[config.mk]
export PLATFORM = sky130hd
export DESIGN_NAME = nonce_table_xor_base64_codec
export DESIGN_NICKNAME = d
export VERILOG_FILES = /design/src/hw/rtl/ntxb_pkg.sv /design/src/hw/rtl/ntxb_emit.sv /design/src/hw/rtl/nonce_table_xor_base64_codec.sv
export SDC_FILE = /design/constraint.sdc
export NUM_CORES = 1
export LEC_CHECK = 0
export CAP_MARGIN = 20
export CORE_MARGIN = 5
export CORE_UTILIZATION = 40
export CTS_BUF_LIST = sky130_fd_sc_hd__clkbuf_8
export CTS_CLUSTER_DIAMETER = 40
export DETAILED_ROUTE_END_ITERATION = 8
export DONT_BUFFER_PORTS = 1
export GPL_TIMING_DRIVEN = 1
export PLACE_DENSITY = 0.65
export SETUP_SLACK_MARGIN = 0.1
export SYNTH_ARGS = -nofsm -noshare
export SYNTH_HDL_FRONTEND = slang
export SYNTH_SLANG_ARGS = --single-unit
[constraint.sdc]
create_clock -name clk -period 13.02 [get_ports clk]
set_clock_uncertainty 0.15 [all_clocks]
set_input_delay 2.604 -clock clk [delete_from_list [all_inputs] [get_ports clk]]
set_output_delay 2.604 -clock clk [all_outputs]
set_load 0.02 [all_outputs]
[src/hw/rtl/ntxb_pkg.sv]
`timescale 1ns / 1ps
// ----------------------------------------------------------------------------
// ntxb_pkg
// Shared types, constants and character helpers for the nonce/XOR/Base64
// codec: mask table, Base64 alphabet mapping, result bundle layout.
// ----------------------------------------------------------------------------
package ntxb_pkg;

  localparam int TABLE_SIZE = 256;

  // Mask table, entry 0 in the top byte.
  localparam logic [8*TABLE_SIZE-1:0] MASK_ROM = {
    "welcome R", "ising*youarelawless!y2a",
    "3n4g5Y6U7q8i@S9I0N#A.C%O(M-)<>AB",
    "I993JIEM,;'{jkliewaqlsiqomv.z^iw",
    "aql}-_=+)_(l;2j2f90aslkjflkasjas",
    "32092JKLSJFbASAUI/Z/A[/,./|@~", 8'h60, "FS",
    "'.Z,MF920SDLAFJKAL9320QFFMmlajfl",
    ",.<>//|348q9729|fjlail3jo798,ksa",
    "fa302-s;akfa;=_++-0-_))0-0-p23is"
  };

  // Character codes
  localparam logic [7:0] CHAR_UPPER_A = 8'h41;
  localparam logic [7:0] CHAR_UPPER_Z = 8'h5A;
  localparam logic [7:0] CHAR_LOWER_A = 8'h61;
  localparam logic [7:0] CHAR_LOWER_Z = 8'h7A;
  localparam logic [7:0] CHAR_DIGIT_0 = 8'h30;
  localparam logic [7:0] CHAR_DIGIT_9 = 8'h39;
  localparam logic [7:0] CHAR_PLUS    = 8'h2B;
  localparam logic [7:0] CHAR_DASH    = 8'h2D;
  localparam logic [7:0] CHAR_SLASH   = 8'h2F;
  localparam logic [7:0] CHAR_PAD     = 8'h3D;

  // Register word index (paddr[2])
  localparam logic REG_IDX_DIRECTION = 1'b0;

  typedef enum logic {
    DIR_ENCODE = 1'b0,
    DIR_DECODE = 1'b1
  } dir_t;

  typedef enum logic [1:0] {
    STATUS_OK       = 2'd0,
    STATUS_MISMATCH = 2'd1,
    STATUS_SHORT    = 2'd2
  } status_t;

  // Four Base64 characters, [0] goes out first.
  typedef logic [3:0][7:0] quad_t;

  typedef struct packed {
    logic       ok;
    logic [5:0] value;
  } sextet_t;

  // All results caused by one input transaction.
  typedef struct packed {
    logic [7:0][7:0] chars;        // [0] goes out first
    logic [2:0]      last_rec;     // index of final record
    logic            msg_last;     // final record closes the message
    logic            tail_status;  // final record is status only
    status_t         status;       // status of final record
  } bundle_t;

  function automatic logic [7:0] mask_key(input logic [7:0] idx);
    return MASK_ROM[8*(TABLE_SIZE-1-int'(idx)) +: 8];
  endfunction

  // Sextet to character, '+' sent as '-'.
  function automatic logic [7:0] b64_char(input logic [5:0] v);
    logic [7:0] c;
    if (v < 6'd26) begin
      c = CHAR_UPPER_A + {2'b00, v};
    end else if (v < 6'd52) begin
      c = CHAR_LOWER_A + {2'b00, v} - 8'd26;
    end else if (v < 6'd62) begin
      c = CHAR_DIGIT_0 + {2'b00, v} - 8'd52;
    end else if (v == 6'd62) begin
      c = CHAR_DASH;
    end else begin
      c = CHAR_SLASH;
    end
    return c;
  endfunction

  function automatic sextet_t char_value(input logic [7:0] c);
    sextet_t r;
    r.ok    = 1'b1;
    r.value = '0;
    if (c >= CHAR_UPPER_A && c <= CHAR_UPPER_Z) begin
      r.value = 6'(c - CHAR_UPPER_A);
    end else if (c >= CHAR_LOWER_A && c <= CHAR_LOWER_Z) begin
      r.value = 6'(c - CHAR_LOWER_A + 8'd26);
    end else if (c >= CHAR_DIGIT_0 && c <= CHAR_DIGIT_9) begin
      r.value = 6'(c - CHAR_DIGIT_0 + 8'd52);
    end else if (c == CHAR_PLUS || c == CHAR_DASH) begin
      r.value = 6'd62;
    end else if (c == CHAR_SLASH) begin
      r.value = 6'd63;
    end else begin
      r.ok = 1'b0;
    end
    return r;
  endfunction

  // 24-bit group to four characters; npad trailing characters (at most two) become '='.
  function automatic quad_t b64_quad(input logic [23:0] v, input logic [1:0] npad);
    quad_t q;
    q[0] = b64_char(v[23:18]);
    q[1] = b64_char(v[17:12]);
    q[2] = (npad >= 2'd2) ? CHAR_PAD : b64_char(v[11:6]);
    q[3] = (npad != 2'd0) ? CHAR_PAD : b64_char(v[5:0]);
    return q;
  endfunction

endpackage

[src/hw/rtl/ntxb_emit.sv]
`timescale 1ns / 1ps
// ----------------------------------------------------------------------------
// ntxb_emit
// Result buffer: one bundle slot plus a serializer that sends the records
// of a bundle one per transaction on the output channel.
// ----------------------------------------------------------------------------
module ntxb_emit (
  input  logic              clk,
  input  logic              rst,
  input  logic              push,
  input  ntxb_pkg::bundle_t push_data,
  output logic              slot_ready,
  output logic              out_valid,
  input  logic              out_stall,
  output logic [7:0]        out_byte,
  output logic              out_valid_byte,
  output logic              out_last,
  output logic [1:0]        status
);

  logic              slot_valid;
  ntxb_pkg::bundle_t slot;
  logic              cur_valid;
  ntxb_pkg::bundle_t cur;
  logic [2:0]        idx;

  logic take;
  logic cur_final;
  logic cur_done;
  logic cur_load;
  logic tail_rec;

  assign take       = cur_valid && !out_stall;
  assign cur_final  = (idx == cur.last_rec);
  assign cur_done   = take && cur_final;
  assign cur_load   = slot_valid && (!cur_valid || cur_done);
  assign slot_ready = !slot_valid || cur_load;

  always_ff @(posedge clk) begin
    if (rst) begin
      slot_valid <= 1'b0;
      cur_valid  <= 1'b0;
      idx        <= '0;
    end else begin
      if (push) begin
        slot_valid <= 1'b1;
      end else if (cur_load) begin
        slot_valid <= 1'b0;
      end
      if (cur_load) begin
        cur_valid <= 1'b1;
        idx       <= '0;
      end else if (cur_done) begin
        cur_valid <= 1'b0;
      end else if (take) begin
        idx <= idx + 3'd1;
      end
    end
  end

  always_ff @(posedge clk) begin
    if (push) begin
      slot <= push_data;
    end
    if (cur_load) begin
      cur <= slot;
    end
  end

  assign tail_rec       = cur_final && cur.tail_status;
  assign out_valid      = cur_valid;
  assign out_byte       = tail_rec ? 8'h00 : cur.chars[idx];
  assign out_valid_byte = !tail_rec;
  assign out_last       = cur_final && cur.msg_last;
  assign status         = cur_final ? cur.status : ntxb_pkg::STATUS_OK;

  a_push_has_room: assert property (@(posedge clk) disable iff (rst)
    push |-> slot_ready)
    else $error("bundle pushed into a full slot");

  a_idx_in_bundle: assert property (@(posedge clk) disable iff (rst)
    cur_valid |-> idx <= cur.last_rec)
    else $error("record index past end of bundle");

  a_slot_promotes: assert property (@(posedge clk) disable iff (rst)
    slot_valid && !cur_valid |=> cur_valid)
    else $error("waiting bundle not moved to serializer");

endmodule

[src/hw/rtl/nonce_table_xor_base64_codec.sv]
`timescale 1ns / 1ps
// ----------------------------------------------------------------------------
// nonce_table_xor_base64_codec
// Streaming nonce-keyed XOR codec with Base64 transport ('-' in place of '+'), encode or decode.
// ----------------------------------------------------------------------------
// Path: input register, then result slot, then serializer, which drives the output.
// Throughput: one input transaction per cycle while each yields at most one
//   result and the output does not stall. Results leave one per cycle, unless
//   the output stalls, from a serializer with a one-bundle slot in front of
//   it, so the input stalls only while both hold bundles (a bundle holds 4
//   records for a closed group, up to 8 at the end of a message).
// Reset: synchronous; direction returns to encode and the message counters,
//   sum, group and flags clear at once (not the nonce ring or held byte). No clearing pass.
// ----------------------------------------------------------------------------
module nonce_table_xor_base64_codec #(
  parameter int NONCE_LEN = 6
) (
  input  logic        clk,
  input  logic        rst,
  // configuration port
  input  logic        psel,
  input  logic        penable,
  input  logic        pwrite,
  input  logic [2:0]  paddr,
  input  logic [31:0] pwdata,
  output logic [31:0] prdata,
  output logic        pready,
  // input channel
  input  logic        in_valid,
  output logic        in_stall,
  input  logic [7:0]  in_byte,
  input  logic        in_last,
  // output channel
  output logic        out_valid,
  input  logic        out_stall,
  output logic [7:0]  out_byte,
  output logic        out_valid_byte,
  output logic        out_last,
  output logic [1:0]  status
);

  localparam int HC_W     = $clog2(NONCE_LEN + 1);
  localparam int KEY2_IDX = (NONCE_LEN > 1) ? 1 : 0;
  localparam logic [HC_W-1:0] HC_FULL = HC_W'(NONCE_LEN);

  // --------------------------------------------------------------------------
  // Configuration register
  // --------------------------------------------------------------------------
  ntxb_pkg::dir_t direction;
  logic           cfg_wr;

  assign pready = 1'b1;
  assign cfg_wr = psel && penable && pwrite && pready &&
                  (paddr[2] == ntxb_pkg::REG_IDX_DIRECTION);

  always_comb begin
    prdata = '0;
    if (paddr[2] == ntxb_pkg::REG_IDX_DIRECTION) begin
      prdata[0] = direction;
    end
  end

  // --------------------------------------------------------------------------
  // Input register. The item waits here until the result slot has room.
  // --------------------------------------------------------------------------
  logic       in_q_valid;
  logic [7:0] in_q_byte;
  logic       in_q_last;
  logic       slot_ready;
  logic       step;
  logic       accept;

  assign in_stall = in_q_valid && !slot_ready;
  assign accept   = in_valid && !in_stall;
  assign step     = in_q_valid && slot_ready;

  always_ff @(posedge clk) begin
    if (rst) begin
      in_q_valid <= 1'b0;
    end else if (accept) begin
      in_q_valid <= 1'b1;
    end else if (step) begin
      in_q_valid <= 1'b0;
    end
  end

  always_ff @(posedge clk) begin
    if (accept) begin
      in_q_byte <= in_byte;
      in_q_last <= in_last;
    end
  end

  // --------------------------------------------------------------------------
  // Message state
  // The nonce is held as a ring: ring[0] is always the byte that picks the
  // next mask, so the key pointer becomes a rotation. Header bytes shift in
  // at the top; after the full nonce ring[0] holds the first nonce byte.
  // --------------------------------------------------------------------------
  logic [7:0]      ring [NONCE_LEN];
  logic [HC_W-1:0] hc;         // header bytes seen
  logic [7:0]      sum;        // running mod-256 plaintext sum
  logic [15:0]     grp;        // pending group bits
  logic [2:0]      fill;       // encode: bytes pending, decode: bits pending
  logic [7:0]      held_byte;  // decode: plaintext held back one byte
  logic            held_valid;
  logic            body_seen;  // decode: a plaintext byte went out

  logic [7:0]      ring_next [NONCE_LEN];
  logic [HC_W-1:0] hc_next;
  logic [7:0]      sum_next;
  logic [15:0]     grp_next;
  logic [2:0]      fill_next;
  logic [7:0]      held_byte_next;
  logic            held_valid_next;
  logic            body_next;

  logic [7:0] ring_rot [NONCE_LEN];
  logic [7:0] ring_shift [NONCE_LEN];
  logic [7:0] shift_in;

  // datapath nets
  logic              hdr;
  logic [7:0]        key1;
  logic [7:0]        key2;
  logic [7:0]        enc_x;
  logic [7:0]        sum_add;
  logic [1:0]        enc_f;
  logic [1:0]        enc_f1;
  logic [15:0]       grp1;
  logic [7:0]        chk;
  ntxb_pkg::quad_t   quad_a;
  ntxb_pkg::quad_t   quad_b;
  ntxb_pkg::sextet_t sx;
  logic [11:0]       dec_gx;
  logic              dec_have;
  logic [2:0]        dec_shift;
  logic [7:0]        dec_d;
  logic [7:0]        dec_p;
  logic              dec_emit;
  logic [3:0]        n_recs;
  ntxb_pkg::bundle_t bnd;
  logic              push;

  assign hdr  = (hc < HC_FULL);
  assign key1 = ntxb_pkg::mask_key(ring[0]);
  assign key2 = ntxb_pkg::mask_key(ring[KEY2_IDX]);

  // Encode side. First push: nonce byte as is, payload byte masked.
  // Group A closes when two bytes were already pending.
  assign enc_x   = hdr ? in_q_byte : (in_q_byte ^ key1);
  assign sum_add = sum + in_q_byte;
  assign enc_f   = fill[1:0];
  assign quad_a  = ntxb_pkg::b64_quad({grp, enc_x}, 2'd0);
  assign grp1    = (enc_f == 2'd2) ? 16'h0000 : {grp[7:0], enc_x};
  assign enc_f1  = (enc_f == 2'd2) ? 2'd0 : (enc_f + 2'd1);
  // Masked checksum uses the next nonce byte in the rotation.
  assign chk     = sum_add ^ key2;

  // Group B at message end: either the checksum closes a full group or the
  // flush emits a padded one. Exactly four characters in every case.
  always_comb begin
    case (enc_f1)
      2'd2:    quad_b = ntxb_pkg::b64_quad({grp1, chk}, 2'd0);
      2'd1:    quad_b = ntxb_pkg::b64_quad({grp1[7:0], chk, 8'h00}, 2'd1);
      default: quad_b = ntxb_pkg::b64_quad({chk, 16'h0000}, 2'd2);
    endcase
  end

  // Decode side. Pending bits stay below 2^fill, so 12 bits cover the
  // group after a new sextet; a byte is ready once 8 bits are present.
  assign sx        = ntxb_pkg::char_value(in_q_byte);
  assign dec_gx    = {grp[5:0], sx.value};
  assign dec_have  = sx.ok && (fill >= 3'd2);
  assign dec_shift = fill - 3'd2;
  assign dec_d     = 8'(dec_gx >> dec_shift);
  assign dec_p     = dec_d ^ key1;

  assign shift_in = (direction == ntxb_pkg::DIR_DECODE) ? dec_d : in_q_byte;

  always_comb begin
    for (int i = 0; i < NONCE_LEN - 1; i++) begin
      ring_rot[i]   = ring[i+1];
      ring_shift[i] = ring[i+1];
    end
    ring_rot[NONCE_LEN-1]   = ring[0];
    ring_shift[NONCE_LEN-1] = shift_in;
  end

  always_comb begin
    ring_next       = ring;
    hc_next         = hc;
    sum_next        = sum;
    grp_next        = grp;
    fill_next       = fill;
    held_byte_next  = held_byte;
    held_valid_next = held_valid;
    body_next       = body_seen;
    dec_emit        = 1'b0;
    n_recs          = 4'd0;
    bnd             = '0;

    if (step) begin
      if (direction == ntxb_pkg::DIR_ENCODE) begin
        if (hdr) begin
          ring_next = ring_shift;
          hc_next   = hc + 1'b1;
        end else begin
          ring_next = ring_rot;
          sum_next  = sum_add;
          body_next = 1'b1;
        end
        grp_next  = grp1;
        fill_next = {1'b0, enc_f1};

        bnd.chars[3:0] = (enc_f == 2'd2) ? quad_a : quad_b;
        bnd.chars[7:4] = quad_b;
        if (enc_f == 2'd2) begin
          n_recs = 4'd4;
        end
        if (in_q_last) begin
          // end during the header (including on its last byte): status only
          n_recs          = n_recs + (hdr ? 4'd1 : 4'd4);
          bnd.tail_status = hdr;
          bnd.status      = hdr ? ntxb_pkg::STATUS_SHORT : ntxb_pkg::STATUS_OK;
        end
      end else begin
        if (sx.ok) begin
          if (dec_have) begin
            grp_next  = {4'b0000, dec_gx & ~(12'hFFF << dec_shift)};
            fill_next = dec_shift;
            if (hdr) begin
              ring_next = ring_shift;
              hc_next   = hc + 1'b1;
            end else begin
              ring_next = ring_rot;
              if (held_valid) begin
                dec_emit  = 1'b1;
                sum_next  = sum + held_byte;
                body_next = 1'b1;
              end
              held_byte_next  = dec_p;
              held_valid_next = 1'b1;
            end
          end else begin
            grp_next  = {4'b0000, dec_gx};
            fill_next = fill + 3'd6;
          end
        end

        bnd.chars[0] = held_byte;
        if (dec_emit) begin
          n_recs = 4'd1;
        end
        if (in_q_last) begin
          // last byte held back is the checksum
          n_recs          = n_recs + 4'd1;
          bnd.tail_status = 1'b1;
          if (hc_next >= HC_FULL && body_next && held_valid_next) begin
            bnd.status = (held_byte_next == sum_next) ? ntxb_pkg::STATUS_OK
                                                      : ntxb_pkg::STATUS_MISMATCH;
          end else begin
            bnd.status = ntxb_pkg::STATUS_SHORT;
          end
        end
      end

      bnd.msg_last = in_q_last;
      if (in_q_last) begin
        hc_next         = '0;
        sum_next        = '0;
        grp_next        = '0;
        fill_next       = '0;
        held_valid_next = 1'b0;
        body_next       = 1'b0;
      end
    end

    bnd.last_rec = 3'(n_recs - 4'd1);
  end

  assign push = step && (n_recs != 4'd0);

  always_ff @(posedge clk) begin
    if (rst) begin
      direction  <= ntxb_pkg::DIR_ENCODE;
      hc         <= '0;
      sum        <= '0;
      grp        <= '0;
      fill       <= '0;
      held_valid <= 1'b0;
      body_seen  <= 1'b0;
    end else if (cfg_wr) begin
      // a direction write also starts a fresh message
      direction  <= ntxb_pkg::dir_t'(pwdata[0]);
      hc         <= '0;
      sum        <= '0;
      grp        <= '0;
      fill       <= '0;
      held_valid <= 1'b0;
      body_seen  <= 1'b0;
    end else begin
      hc         <= hc_next;
      sum        <= sum_next;
      grp        <= grp_next;
      fill       <= fill_next;
      held_valid <= held_valid_next;
      body_seen  <= body_next;
    end
  end

  // nonce ring and held byte are only read once written in the message
  always_ff @(posedge clk) begin
    ring      <= ring_next;
    held_byte <= held_byte_next;
  end

  // --------------------------------------------------------------------------
  // Result slot and serializer
  // --------------------------------------------------------------------------
  ntxb_emit u_emit (
    .clk            (clk),
    .rst            (rst),
    .push           (push),
    .push_data      (bnd),
    .slot_ready     (slot_ready),
    .out_valid      (out_valid),
    .out_stall      (out_stall),
    .out_byte       (out_byte),
    .out_valid_byte (out_valid_byte),
    .out_last       (out_last),
    .status         (status)
  );

  a_msg_end_clears: assert property (@(posedge clk) disable iff (rst)
    step && in_q_last |=> hc == '0 && fill == '0 && !held_valid && sum == '0)
    else $error("message state not cleared after last transaction");

  a_enc_fill: assert property (@(posedge clk) disable iff (rst)
    direction == ntxb_pkg::DIR_ENCODE |-> fill <= 3'd2)
    else $error("encode group holds more than two bytes");

  a_dec_fill: assert property (@(posedge clk) disable iff (rst)
    direction == ntxb_pkg::DIR_DECODE |-> !fill[0] && fill <= 3'd6)
    else $error("decode bit count out of step");

  a_status_only_end: assert property (@(posedge clk) disable iff (rst)
    out_valid && !out_valid_byte |-> out_last && out_byte == 8'h00)
    else $error("status-only result not at message end");

endmodule

==> flow_metrics.env, run 1 <==
export IMPL_crit_slowest_cell="ha_1"
export IMPL_end_kind="flip-flop"
export IMPL_path_delay_family="compound AO/OA/AOI/OAI gates"
export IMPL_grt_pass1_wl_um=119200
export IMPL_dieHeight_um=244.3
export IMPL_hold_viol=0
export IMPL_hp_class="reg -> reg"
export IMPL_vias=21008
export IMPL_grt_pass1_vias=19553
export IMPL_dieArea_mm2=0.05968
export IMPL_synth_top_area_share_pct=28.31
export IMPL_coreArea_mm2=0.05413
export IMPL_cts_buffers=46
export IMPL_drt_pass1_iter_count=6
export IMPL_ys_types=104
export IMPL_final_cells=3215
export IMPL_ys_flop_type="edfxtp_1"
export IMPL_ir_worst_vdd_uv=96.17
export IMPL_min_path_cells=0
export IMPL_cts_tree="built"
export IMPL_tns_ps=0
export IMPL_setup_violations=0
export IMPL_track_usage_pct=24.94
export IMPL_wirelength_um=78070
export IMPL_post_place_ws_ps=6242
export IMPL_yosys_warnings=0
export IMPL_power_density_mw_per_mm2=99.47
export IMPL_drt_initial_drc_count=2727
export IMPL_ys_top_cells_by_area="edfxtp_1 (28%), ha_1 (6.4%), a21oi_1 (4.9%)"
export IMPL_wl_per_cell_um=24.28
export IMPL_start_util_pct=40.56
export IMPL_antenna_found_initial=3
export IMPL_rows=85
export IMPL_slew_violations=0
export IMPL_setup_worst_path_class="reg -> reg"
export IMPL_ctsResizeCount=0
export IMPL_critPathBufInv=4
export IMPL_syn_area_per_cell_um2=8.504
export IMPL_fmax_mhz=140.4
export IMPL_dp_cells=3125
export IMPL_reg2reg_depth=19
export IMPL_dp_hpwl_um=55020
export IMPL_drc=0
export IMPL_cts_root_buf="clkbuf_8"
export IMPL_yosysMostFrequentCell="nand2_1"
export IMPL_worstMarginPinSlew_ps=990.0
export IMPL_cp_data_required_time_ps=13150
export IMPL_clk_latency_ps=630
export IMPL_hold_buffers=0
export IMPL_cp_slowest_stage_delay_ps=860
export IMPL_post_cts_buffers=0
export IMPL_synthCells=2582
export IMPL_layout_nets=2644
export IMPL_gp_congestion=1.040
export IMPL_design_area_mm2=0.02313
export IMPL_status="complete, no violations"
export IMPL_p_leak_uw=0.008296
export IMPL_pin_count=98
export IMPL_ys_seq_area_share_pct=31.86
export IMPL_port_buffers=0
export IMPL_fin_hold_ws_ps=261.9
export IMPL_syn_to_final_growth_pct=5.316
export IMPL_crit_path_cell_trace="buf_4, inv_1, ha_1, nor2_1, o21ai_0, o21ai_0, a2111oi_0, o31ai_1, xor2_1, buf_4, inv_1, ha_1, nand3_1, o211ai_1, nand2_1, o21bai_1, a21oi_1, o211a_1, a211oi_1"
export IMPL_clk_pin_slew_worst_paths_ps=60
export IMPL_slew_headroom_pct=33.86
export IMPL_synth_edf_count=207
export IMPL_worst_setup_path_start_kind="flip-flop"
export IMPL_drive_gt1_share_pct=8.863
export IMPL_via_per_inst=6.534
export IMPL_worstPathArrival_ps=7260
export IMPL_reg2reg_setup_slack_ps=5900
export IMPL_die_w_um=244.3
export IMPL_post_dp_cell_area_mm2=0.02215
export IMPL_ys_ff_latch=246
export IMPL_synth_top_area_cell="edfxtp_1"
export IMPL_rsz0062_at_grt="no"
export IMPL_worstSetupPathDepth=19
export IMPL_synthArstFlopShare_pct=0
export IMPL_drv_cap=0
export IMPL_post_route_worst_setup_slack_ps=5895
export IMPL_nFillCells=5304
export IMPL_htreeDepth=2
export IMPL_antenna_left=0
export IMPL_yosys_top_cells_count="nand2_1 (230), a21oi_1 (213), edfxtp_1 (207)"
export IMPL_grt_max_degree=102
export IMPL_post_route_period_util_pct=54.72
export IMPL_synth_area_mm2=0.02196
export IMPL_grt_overflow_total=0
export IMPL_clockBufferDepth=3
export IMPL_cts_num_sinks=246
export IMPL_crit_fanout=25
export IMPL_fin_crit_ps=7125
## where the power goes
part | switching (µW) | internal [µW]
sequential | 21.9 | 872
combinational | 435 | 204
clock | 347 | 420
## state kept, by name (all words and copies together) (netlist names), 3 cells and up
name         flops
in_q_byte        8
ring            48
u_emit.idx       3
sum              8
held_byte        8
grp             16
u_emit.slot     71
fill             3
u_emit.cur      71
hc               3
## worst reg2reg max path, stage by stage, from the launching register on
cell and delay [ps]:
edfxtp_1 350, buf_4 250, inv_1 480, ha_1 870, nor2_1 80, o21ai_0 450, o21ai_0 160, a2111oi_0 540
o31ai_1 220, xor2_1 190, buf_4 240, inv_1 230, ha_1 250, nand3_1 80, o211ai_1 790, nand2_1 210
o21bai_1 190, a21oi_1 150, o211a_1 240, a211oi_1 700
## cell type report
| type | count | area [µm²] | area share [%] |
|---|---|---|---|
| Multi-Input combinational cell | 2033 | 13530 | 58.51 |
| Sequential cell | 246 | 6998 | 30.26 |
| Tap cell | 696 | 870.8 | 3.766 |
| Clock buffer | 46 | 633.1 | 2.738 |
| Timing Repair Buffer | 51 | 386.6 | 1.672 |
| Inverter | 100 | 375.4 | 1.623 |
| Clock inverter | 40 | 324.1 | 1.401 |
| Antenna cell | 3 | 7.507 | 0.03246 |
## cell families (layout without fill, tap and decap cells)
logic type / count (synthesis) / in the layout / synth area share (%)
simple gates: 880 / 880 / 19.77
compound gates: 844 / 844 / 25.86
buf+inv: 333 / 237 / 7.123
flops: 246 / 246 / 31.86
fa+ha+maj: 115 / 115 / 6.621
mux: 87 / 87 / 5.487
xor+xnor: 75 / 75 / 3.248
other cells: 2 / 35 / 0.03420
## stage by stage
stage                     power (µW)  utilization [%]
after floorplan                 1354                -
after global placement          1518            40.92
after detailed placement        1522            40.92
after CTS                       2296            42.69
after global routing            2405            42.72
final                           2300            42.72
## layout by cell type (no fill, tap or decap), drive strengths merged, types with 18 or more instances in the layout
cell type and n:
buf 51, nor4 22, dfxtp 39, edfxtp 207
conb 32, o31ai 18, a311oi 22, a21oi 214
nand3 91, o211ai 35, a221oi 18, nor3 75
inv 108, clkbuf 46, o21a 18, mux4 25
xnor2 38, a21o 24, nand4 22, a31oi 45
or2 19, a22oi 25, clkinv 23, nor2 203
ha 113, mux2i 45, a211oi 50, nand2b 61
nor2b 44, o21ai 166, and2 36, nand2 231
or3 22, xor2 37, o22ai 26
## per-layer routing
metal | track usage [%] | share of wire, %
met2 | 36.83 | 43
met1 | 36.04 | 42
met4 | 9.144 | 4.2
met5 | 0 | 0.014
met3 | 5.296 | 11
## final timing paths
| path | from | to |
|---|---|---|
| setup / recovery | ring[33] | u_emit.slot[11] |
| hold / removal | u_emit.slot[41] | u_emit.cur[41] |
| setup reg to reg | ring[33] | u_emit.slot[11] |
| hold reg to reg | u_emit.slot[41] | u_emit.cur[41] |
Note: power is estimated with default switching activity, not from simulation.
==> run 2: changes to the inputs <==
- ABC_AREA: default -> 1
- clock period: 13.02 -> 7.3 ns (I/O delays scaled with it)
==> flow_metrics.env, run 2 <==
export IMPL_crit_path_start="ring[41]"
export IMPL_crit_path_cell_trace="inv_1, ha_1, nand2_1, nand3_1, o21ai_0, nand2_1, o21ai_0, nand2_1, nand3_1, nand2_1, nand2_1, nand2_1, nand3_2, inv_2, ha_1, inv_1, nor2_1, inv_1, nor2_1, o31ai_1, nand3_1, o21ai_1, nand2_1, o21ai_1"
export IMPL_synth_top_area_cell="edfxtp_1"
export IMPL_synth_area_mm2=0.02154
export IMPL_cts_tree="built"
export IMPL_grt_pass1_vias=20147
export IMPL_synth_top_family_by_area="simple AND/OR/NAND/NOR gates"
export IMPL_antenna_found_initial=1
export IMPL_synth_area_mux_share_pct=0.04646
export IMPL_slew_headroom_pct=27.74
export IMPL_crit_path_frequent_cell="nand2_1"
export IMPL_syn_to_final_growth_pct=6.603
export IMPL_wl_per_cell_um=20.04
export IMPL_setup_worst_path_class="reg -> reg"
export IMPL_drive_gt1_share_pct=6.907
export IMPL_fmax_mhz=175.3
export IMPL_synthArstFlopShare_pct=0
export IMPL_post_cts_buffers=0
export IMPL_hp_class="reg -> reg"
export IMPL_reg2reg_depth=24
export IMPL_slew_violations=0
export IMPL_rows=85
export IMPL_htreeDepth=2
export IMPL_worstMarginPinSlew_ps=1084
export IMPL_antenna_left=0
export IMPL_dieArea_mm2=0.05860
export IMPL_start_util_pct=40.19
export IMPL_status="complete, no violations"
export IMPL_coreArea_mm2=0.05360
export IMPL_cp_endpoint="u_emit.slot[29]"
export IMPL_seqPwrFrac_pct=39.2
export IMPL_ctsResizeCount=0
export IMPL_synthCells=3157
export IMPL_most_common_layout_cells="nand2_1 (863), nand3_1 (330), nor2_1 (306), inv_1 (298), o21ai_0 (212)"
export IMPL_vias=22436
export IMPL_pwr_share_comb_pct=25.4
export IMPL_ys_flop_type="edfxtp_1"
export IMPL_synth_adder_area_share_pct=6.748
export IMPL_gp_congestion=1.041
export IMPL_ys_seq_area_share_pct=32.48
export IMPL_worstSetupPathDepth=24
export IMPL_power_density_mw_per_mm2=178.7
export IMPL_synth_top_area_share_pct=28.85
export IMPL_end_kind="flip-flop"
export IMPL_hp_start="u_emit.slot[70]"
export IMPL_via_per_inst=5.823
export IMPL_rsz0062_at_grt="no"
export IMPL_ir_worst_vdd_uv=107.0
export IMPL_crit_fanout=13
export IMPL_hold_viol=0
export IMPL_cts_buffers=48
export IMPL_drv_cap=0
export IMPL_p_leak_uw=0.01024
export IMPL_rr_startpoint="ring[41]"
export IMPL_worstPathArrival_ps=5870
export IMPL_clk_pin_slew_worst_paths_ps=60
export IMPL_cts_root_buf="clkbuf_8"
export IMPL_ys_top_cells_by_area="edfxtp_1 (29%), nand2_1 (15%), nand3_1 (7.7%)"
export IMPL_drt_initial_drc_count=3338
export IMPL_die_w_um=242.1
export IMPL_synth_compound_area_share_pct=15.62
export IMPL_fin_hold_ws_ps=234.2
export IMPL_grt_overflow_total=0
export IMPL_nFillCells=5675
export IMPL_tns_ps=0
export IMPL_grt_pass1_wl_um=117700
export IMPL_post_route_period_util_pct=78.16
export IMPL_path_delay_family="simple AND/OR/NAND/NOR gates"
export IMPL_setup_violations=0
export IMPL_syn_area_per_cell_um2=6.824
export IMPL_pin_count=98
export IMPL_port_buffers=0
export IMPL_final_common_cell="nand2_1"
export IMPL_drc=0
export IMPL_largest_registers="u_emit.cur: 71 flops, u_emit.slot: 71 flops, ring: 48 flops"
export IMPL_reg2reg_setup_slack_ps=1590
export IMPL_yosys_top_cells_count="nand2_1 (863), nand3_1 (330), nor2_1 (308)"
export IMPL_layout_nets=3283
export IMPL_synth_edf_count=207
export IMPL_hold_buffers=0
export IMPL_dieHeight_um=242.1
export IMPL_yosys_warnings=0
export IMPL_critPathBufInv=4
export IMPL_ys_ff_latch=246
export IMPL_p_int_uw=2670
export IMPL_wirelength_um=77210
export IMPL_yosysMostFrequentCell="nand2_1"
export IMPL_clockBufferDepth=3
export IMPL_crit_slowest_cell="edfxtp_1"
export IMPL_p_sw_uw=1434
export IMPL_dp_hpwl_um=57200
export IMPL_drt_pass1_iter_count=6
export IMPL_synthSimpleGateAreaFrac_pct=32.85
export IMPL_fin_crit_ps=5705
export IMPL_cp_data_required_time_ps=7460
export IMPL_track_usage_pct=25.06
export IMPL_cp_slowest_stage_delay_ps=620
export IMPL_p_sw_share_pct=34.94
export IMPL_ys_types=62
export IMPL_worstReg2RegEnd="u_emit.slot[29]"
export IMPL_power_frac_clock_pct=35.5
export IMPL_yosys_area_share_xor_xnor_pct=2.358
export IMPL_cts_num_sinks=246
export IMPL_worst_setup_path_start_kind="flip-flop"
export IMPL_grt_max_degree=72
export IMPL_clk_latency_ps=640
-- run 2: changes by cell type after synthesis, moves of 51 or more --
| cell | before | now |
|---|---|---|
| clkbuf_1 | 117 | 49 |
| inv_1 | 88 | 286 |
| nand2_1 | 230 | 863 |
| nand2b_1 | 60 | 1 |
| nand3_1 | 91 | 330 |
| nor2_1 | 201 | 308 |
| nor3_1 | 72 | 19 |
| o21ai_0 | 161 | 212 |
-- run 2: final cells by class --
type	count	area, µm²	share of cell area, %
Multi-Input combinational cell	2454	12560	54.68
Sequential cell	246	6997	30.46
Inverter	334	1256	5.470
Tap cell	696	870.8	3.792
Clock buffer	49	674.4	2.936
Clock inverter	40	359.1	1.564
Timing Repair Buffer	33	247.7	1.079
Antenna cell	1	2.502	0.01090
-- run 2: logic make-up after synthesis --
logic type / after synthesis
AOI/OAI and AO/OA: 593
other: 2
and+or+nand+nor: 1655
xor gates and xnor gates: 58
adders and majority gates: 115
buffers and inverters: 487
DFF: 246
muxes: 1
-- run 2: worst register-to-register path: stages (launching register included) --
cell and delay, ps:
edfxtp_1 620, inv_1 520, ha_1 450, nand2_1 340
nand3_1 280, o21ai_0 120, nand2_1 60, o21ai_0 110
nand2_1 80, nand3_1 80, nand2_1 220, nand2_1 80
nand2_1 140, nand3_2 290, inv_2 290, ha_1 310
inv_1 100, nor2_1 280, inv_1 160, nor2_1 220
o31ai_1 100, nand3_1 130, o21ai_1 80, nand2_1 120
o21ai_1 100
-- run 2: through the flow --
| step | instance area (µm²) | instances | utilization (%) | setup WS, ps | power, µW |
|---|---|---|---|---|---|
| after CTS | 22960 | 3852 | 42.84 | 1798 | 4095 |
| after global routing | 22960 | 3852 | 42.84 | 1259 | 4308 |
| after detailed placement | 21930 | 3763 | 40.92 | 1793 | 2634 |
| after floorplan | 21660 | 3187 | - | 1608 | 2363 |
| final | 22970 | 3853 | 42.85 | 1595 | 4104 |
| after global placement | 21930 | 3763 | 40.92 | 1718 | 2639 |
-- run 2: power groups by stage --
stage	sequential, µW	combinational [µW]	clock, µW
floorplan	1610	753	0
global placement	1630	1010	0
detailed placement	1630	1000	0
CTS	1610	1000	1490
global route	1610	1140	1560
finish	1610	1040	1460
-- run 2: metal layers --
metal / vias to the layer above / part of all wire [%] / track usage, %
met5: - / 0 / 0
met4: 0 / 4.9 / 10.12
met3: 261 / 12 / 5.031
met2: 1456 / 42 / 37.39
met1: 10211 / 42 / 35.67
li1: 10508 / - / -
-- run 2: how the worst min path moves through the flow --
stage	slack (ps)	cells past startpoint	end
3_5_place_dp	250	0	ring[19]
5_1_grt	240	0	u_emit.cur[70]
4_1_cts	240	0	u_emit.cur[70]
6_report	230	0	u_emit.cur[70]
2_1_floorplan	250	0	ring[10]
3_3_place_gp	250	0	ring[32]
